<file path="src/vgrt_pkg.sv">
// ----------------------------------------------------------------------------
// vgrt_pkg
// Shared types and constants of the voxel grid ray traversal block.
// ----------------------------------------------------------------------------
package vgrt_pkg;

  // grid and walk limits
  localparam int GRID_MAX   = 32;
  localparam int STEP_LIMIT = 256;
  localparam int IDX_W      = $clog2(GRID_MAX);
  localparam int SIZE_W     = $clog2(GRID_MAX + 1);
  localparam int ADDR_W     = 3 * IDX_W;
  localparam int GRID_CELLS = GRID_MAX * GRID_MAX * GRID_MAX;
  localparam int CNT_W      = $clog2(STEP_LIMIT + 1);

  // field widths
  localparam int CFG_SIZE_W = 6;
  localparam int POS_W      = 24;
  localparam int FRAC_W     = 16;
  localparam int DIFF_W     = 26;
  localparam int MUL_W      = 33;
  localparam int PROD_W     = 2 * MUL_W;

  // operation codes
  localparam logic OP_WRITE = 1'b0;
  localparam logic OP_TRACE = 1'b1;

  // register indexes
  localparam logic [1:0] REG_SIZE_X = 2'd0;
  localparam logic [1:0] REG_SIZE_Y = 2'd1;
  localparam logic [1:0] REG_SIZE_Z = 2'd2;
  localparam logic [1:0] REG_UNITS  = 2'd3;

  // normal axis codes
  localparam logic [1:0] NRM_NONE = 2'd0;

  typedef enum logic [6:0] {
    ST_CLEAR  = 7'b0000001,
    ST_IDLE   = 7'b0000010,
    ST_SETUP  = 7'b0000100,
    ST_WALK   = 7'b0001000,
    ST_DMUL   = 7'b0010000,
    ST_DADD   = 7'b0100000,
    ST_FINISH = 7'b1000000
  } state_e;

  typedef struct packed {
    logic [CFG_SIZE_W-1:0] size_x;
    logic [CFG_SIZE_W-1:0] size_y;
    logic [CFG_SIZE_W-1:0] size_z;
    logic [31:0]           units_per_voxel;
  } cfg_t;

  typedef struct packed {
    logic [14:0]             voxel_address;
    logic [7:0]              voxel_value;
    logic                    entry_missed;
    logic [31:0]             entry_depth;
    logic signed [POS_W-1:0] pos_x;
    logic signed [POS_W-1:0] pos_y;
    logic signed [POS_W-1:0] pos_z;
    logic [2:0]              step_signs;
    logic signed [31:0]      inv_dir_x;
    logic signed [31:0]      inv_dir_y;
    logic signed [31:0]      inv_dir_z;
  } item_t;

  typedef struct packed {
    logic        hit;
    logic [31:0] depth;
    logic [1:0]  normal_axis;
    logic        normal_negative;
    logic [7:0]  hit_value;
    logic [8:0]  step_count;
  } result_t;

  typedef struct packed {
    logic clear;
    logic load;
    logic wr;
    logic setup;
    logic walk;
    logic dmul;
    logic dadd;
    logic finish;
  } cmd_t;

  typedef struct packed {
    logic clear_done;
    logic setup_done;
    logic walk_hit;
    logic walk_miss;
    logic out_free;
  } status_t;

endpackage

</file>
<file path="src/vgrt_ctrl.sv">
// ----------------------------------------------------------------------------
// vgrt_ctrl
// Sequencer: memory clear, voxel writes, ray setup, walk and depth steps.
// ----------------------------------------------------------------------------
module vgrt_ctrl import vgrt_pkg::*; (
  input  logic    clk_i,
  input  logic    rst_ni,
  input  logic    in_valid_i,
  input  logic    in_op_i,
  input  logic    in_missed_i,
  output logic    in_ready_o,
  input  status_t status_i,
  output cmd_t    cmd_o
);

  state_e state_q, state_d;
  logic   fire;

  assign in_ready_o = (state_q == ST_IDLE);
  assign fire       = in_valid_i && in_ready_o;

  // next state
  always_comb begin
    state_d = state_q;
    unique case (state_q)
      ST_CLEAR:  if (status_i.clear_done) state_d = ST_IDLE;
      ST_IDLE: begin
        if (fire && in_op_i == OP_TRACE) state_d = in_missed_i ? ST_FINISH : ST_SETUP;
      end
      ST_SETUP:  if (status_i.setup_done) state_d = ST_WALK;
      ST_WALK: begin
        if (status_i.walk_hit) state_d = ST_DMUL;
        else if (status_i.walk_miss) state_d = ST_FINISH;
      end
      ST_DMUL:   state_d = ST_DADD;
      ST_DADD:   state_d = ST_FINISH;
      ST_FINISH: if (status_i.out_free) state_d = ST_IDLE;
      default:   state_d = ST_CLEAR;
    endcase
  end

  always_ff @(posedge clk_i or negedge rst_ni) begin
    if (!rst_ni) begin
      state_q <= ST_CLEAR;
    end else begin
      state_q <= state_d;
    end
  end

  // commands to the datapath
  always_comb begin
    cmd_o        = '0;
    cmd_o.clear  = (state_q == ST_CLEAR);
    cmd_o.load   = fire && (in_op_i == OP_TRACE);
    cmd_o.wr     = fire && (in_op_i == OP_WRITE);
    cmd_o.setup  = (state_q == ST_SETUP);
    cmd_o.walk   = (state_q == ST_WALK);
    cmd_o.dmul   = (state_q == ST_DMUL);
    cmd_o.dadd   = (state_q == ST_DADD);
    cmd_o.finish = (state_q == ST_FINISH) && status_i.out_free;
  end

endmodule

</file>
<file path="config.mk">
export PLATFORM = sky130hd
export DESIGN_NAME = vgrt_ctrl
export DESIGN_NICKNAME = d
export VERILOG_FILES = /design/src/vgrt_pkg.sv /design/src/vgrt_ctrl.sv
export SDC_FILE = /design/constraint.sdc
export NUM_CORES = 1
export LEC_CHECK = 0
export CAP_MARGIN = 10
export CORE_AREA = 5 5 42 44
export DETAILED_ROUTE_END_ITERATION = 8
export DIE_AREA = 0 0 47 49
export DONT_BUFFER_PORTS = 1
export SKIP_LAST_GASP = 1
export SYNTH_ARGS = -nofsm -noshare
export SYNTH_HDL_FRONTEND = slang
export SYNTH_SLANG_ARGS = --single-unit
</file>
<file path="constraint.sdc">
create_clock -name clk_i -period 2.6 [get_ports clk_i]
set_clock_uncertainty 0.1 [all_clocks]
set_input_delay 0.13 -clock clk_i [delete_from_list [all_inputs] [get_ports clk_i]]
set_output_delay 0.13 -clock clk_i [all_outputs]
set_load 0.01 [all_outputs]
</file>
==> results.py <==
metrics = {
    "status": {
        "status": "completed",
    },
    "finish": {
        "largest_register_ffs": 7,
        "drive_gt1_share_pct": 19.4,
        "largest_registers": "state_q (7)",
        "regArea_um2": 176,
        "largest_register": "state_q",
        "multiInputGateArea_um2": 329,
        "final_common_cell": "dlygate4sd3_1",
        "fin_cells": 88,
        "final_cell_mix": "dlygate4sd3_1 (8), nor2_1 (7), inv_1 (6), dfrtp_1 (6), nand2_1 (5)",
        "area_growth_pct": 19.1,
        "antenna_cells": 0,
        "nNetsFinal": 83,
        "fillCellCount": 152,
    },
    "clock_network": {
        "root_buffer": "clkbuf_4",
        "cts_max_level": 1,
        "clk_pin_slew_ns": 0.06,
        "cts_buffers": 3,
        "cts.sinks": 7,
        "clk_latency_ns": 0.26,
        "cts-resized-gates": 0,
        "cts_tree": "built",
        "cts_buffer_depth": 2,
    },
    "critical_path": {
        "cp.required_ns": 2.69,
        "path_class": "reg2reg",
        "cp.arrival_ns": 2.22,
        "path_max_fanout": 8,
        "r2r_start": "state_q[4]$_DFFE_PN0P_",
        "r2r_end": "state_q[2]$_DFFE_PN0P_",
        "cp-startpoint": "state_q[4]$_DFFE_PN0P_",
        "start_kind": "flip-flop",
        "endpoint_kind": "flip-flop",
        "r2r_cells": 4,
        "endpoint": "state_q[2]$_DFFE_PN0P_",
        "ff2ff_setup_slack_ns": 0.47,
    },
    "global_route": {
        "grt_max_degree": 10,
        "grt-ovfl-total": 0,
        "grt_pass1_wl_um": 2140,
        "antenna_found_initial": 0,
        "track_usage_pct": 13.2,
        "grt_pass1_vias": 489,
    },
    "worst_hold_path": {
        "min_path_type": "in2reg",
        "hp-start": "status_i[2]",
    },
    "yosys": {
        "synth.net_count": 73,
        "ys_warn_count": 0,
        "synth_cell_types": 30,
        "synth_area_um2": 557,
        "yosys_register_bits": 7,
        "yosysSeqAreaShare_pct": 31.7,
        "synthCells": 63,
        "syn_avg_cell_area_um2": 8.84,
    },
    "power": {
        "leakagePower_nw": 0.307,
        "p_int_mw": 0.282,
        "powerDensity_nw_per_um2": 753,
        "p_clk_share_pct": 20.9,
        "ir_worst_vdd_uv": 282,
        "p_seq_share_pct": 38.7,
        "comb_power_share_pct": 40.4,
        "swShare_pct": 43.5,
        "power.switching_mw": 0.217,
    },
    "detailed_routing": {
        "via_count": 513,
        "route.detailed.drc": 0,
        "routed_wl_um": 1330,
        "via_per_inst": 5.83,
        "firstDrtPassIters": 4,
        "drtIter0Drc": 16,
        "wl_per_cell_um": 15.1,
        "final_antenna_net_count": 0,
    },
    "die": {
        "io_pins": 19,
        "rows": 14,
        "dieArea_um2": 2300,
        "fp.dieH_um": 49,
        "die_w_um": 47,
        "core_area_um2": 1400,
        "initial_utilization_pct": 39.7,
    },
    "timing": {
        "setup_viol_count_final": 0,
        "worstMarginPinSlew_ns": 0.557,
        "fmax_ghz": 0.470,
        "slew_viol_final": 0,
        "finalHoldViolCount": 0,
        "fin_tns_setup_ns": 0,
        "rsz0062_at_grt": "no",
        "min_period_ns": 2.13,
        "relSlewSlack_pct": 62.5,
        "finalCritPeriodShare_pct": 81.8,
    },
    "job": {
        "drv_cap": 0,
    },
    "placement": {
        "place_hpwl_um": 1010,
        "post-place-cells": 76,
        "gp_congestion": 0.755,
        "io_buffers": 0,
    },
}
[routing by layer]
layer	track usage [%]	vias to the layer above	part of all wire, %
met5	0	-	0
met4	11.1	0	4.0
met3	1.85	5	6.4
met2	19.9	17	47
met1	15.4	238	42
li1	-	253	-
[kinds of logic after synthesis]
kind of cell	Yosys count	share of synthesized area, %
flip-flops	7	31.7
buffers and inverters	11	9.21
XOR/XNOR	2	3.15
AND/OR/NAND/NOR	30	34.6
AO/OA/AOI/OAI	13	21.3
[worst min-delay path by stage]
stage | slack [ns] | end | cells after the start
2_1_floorplan | -0.27 | state_q[1]$_DFFE_PN0P_ | 0
3_3_place_gp | -0.27 | state_q[5]$_DFFE_PN0P_ | 0
3_5_place_dp | -0.27 | state_q[4]$_DFFE_PN0P_ | 0
4_1_cts | 0.006 | state_q[6]$_DFFE_PN0P_ | 2
5_1_grt | 0.02 | state_q[6]$_DFFE_PN0P_ | 2
6_report | 0.01 | state_q[6]$_DFFE_PN0P_ | 2
[area by class of cell]
cell class | count | area share (%)
Clock inverter | 1 | 0.755
Multi-Input combinational cell | 45 | 49.6
Sequential cell | 7 | 26.6
Clock buffer | 3 | 3.40
Timing Repair Buffer | 8 | 12.1
Inverter | 8 | 4.53
Tap cell | 16 | 3.02
[through the flow]
| stage | area, um2 | worst slack (ns) | total power, mW | hold WS (ns) | utilization [%] |
|---|---|---|---|---|---|
| after floorplan | 557 | 1.05 | 0.361 | -0.266 | - |
| after global placement | 556 | 0.924 | 0.388 | -0.265 | 39.6 |
| after detailed placement | 556 | 0.919 | 0.386 | -0.265 | 39.6 |
| after CTS | 663 | 0.475 | 0.505 | 0.00649 | 47.3 |
| after global routing | 663 | 0.349 | 0.538 | 0.0243 | 47.3 |
| final | 663 | 0.473 | 0.499 | 0.0135 | 47.3 |
[repair_timing]
action | CTS | global route
endpoints found under the hold margin | 13 | 0
hold buffers | 8 | 0
setup buffers | 0 | 0
[cells in the mapped netlist]
| library cell | number | area share (%) |
|---|---|---|
| o22ai_1 | 1 | 1.1 |
| and3_2 | 1 | 1.3 |
| o32a_1 | 1 | 1.8 |
| and4b_1 | 2 | 3.6 |
| o32ai_1 | 2 | 3.1 |
| xor2_1 | 2 | 3.1 |
| a21oi_1 | 2 | 1.8 |
| nor2_1 | 7 | 4.7 |
| buf_2 | 2 | 1.8 |
| buf_6 | 1 | 2.0 |
| nor3_1 | 3 | 2.7 |
| o211ai_1 | 1 | 1.3 |
| a21boi_1 | 1 | 1.3 |
| dfstp_2 | 1 | 4.7 |
| nand3_1 | 4 | 3.6 |
| nor3b_1 | 2 | 2.7 |
| dfrtp_1 | 6 | 27 |
| nand3b_1 | 1 | 1.3 |
| nand3_2 | 1 | 1.8 |
| o21a_1 | 1 | 1.3 |
| nor4_1 | 1 | 1.1 |
| o21ai_0 | 1 | 0.90 |
| inv_1 | 6 | 4.0 |
| nor4b_1 | 1 | 1.6 |
| inv_2 | 2 | 1.3 |
| a2111oi_2 | 1 | 2.7 |
| nor3_4 | 1 | 2.9 |
| nor4_4 | 1 | 3.8 |
| nand2_1 | 5 | 3.4 |
| o32ai_2 | 2 | 5.8 |
[critical path, stage by stage, from the launching register on]
cell and delay (ns):
dfrtp_1 0.47, nor4_4 0.40, nand3_2 0.20, o32ai_1 0.30
dlygate4sd3_1 0.58
[power groups by stage]
stage	Clock (mW)	Sequential (mW)	Combinational, mW
6_report	0.104	0.193	0.202
3_3_place_gp	0	0.195	0.193
2_1_floorplan	0	0.156	0.206
4_1_cts	0.107	0.193	0.204
3_5_place_dp	0	0.195	0.191
5_1_grt	0.116	0.197	0.224
Power figures use the tool's default switching activity.
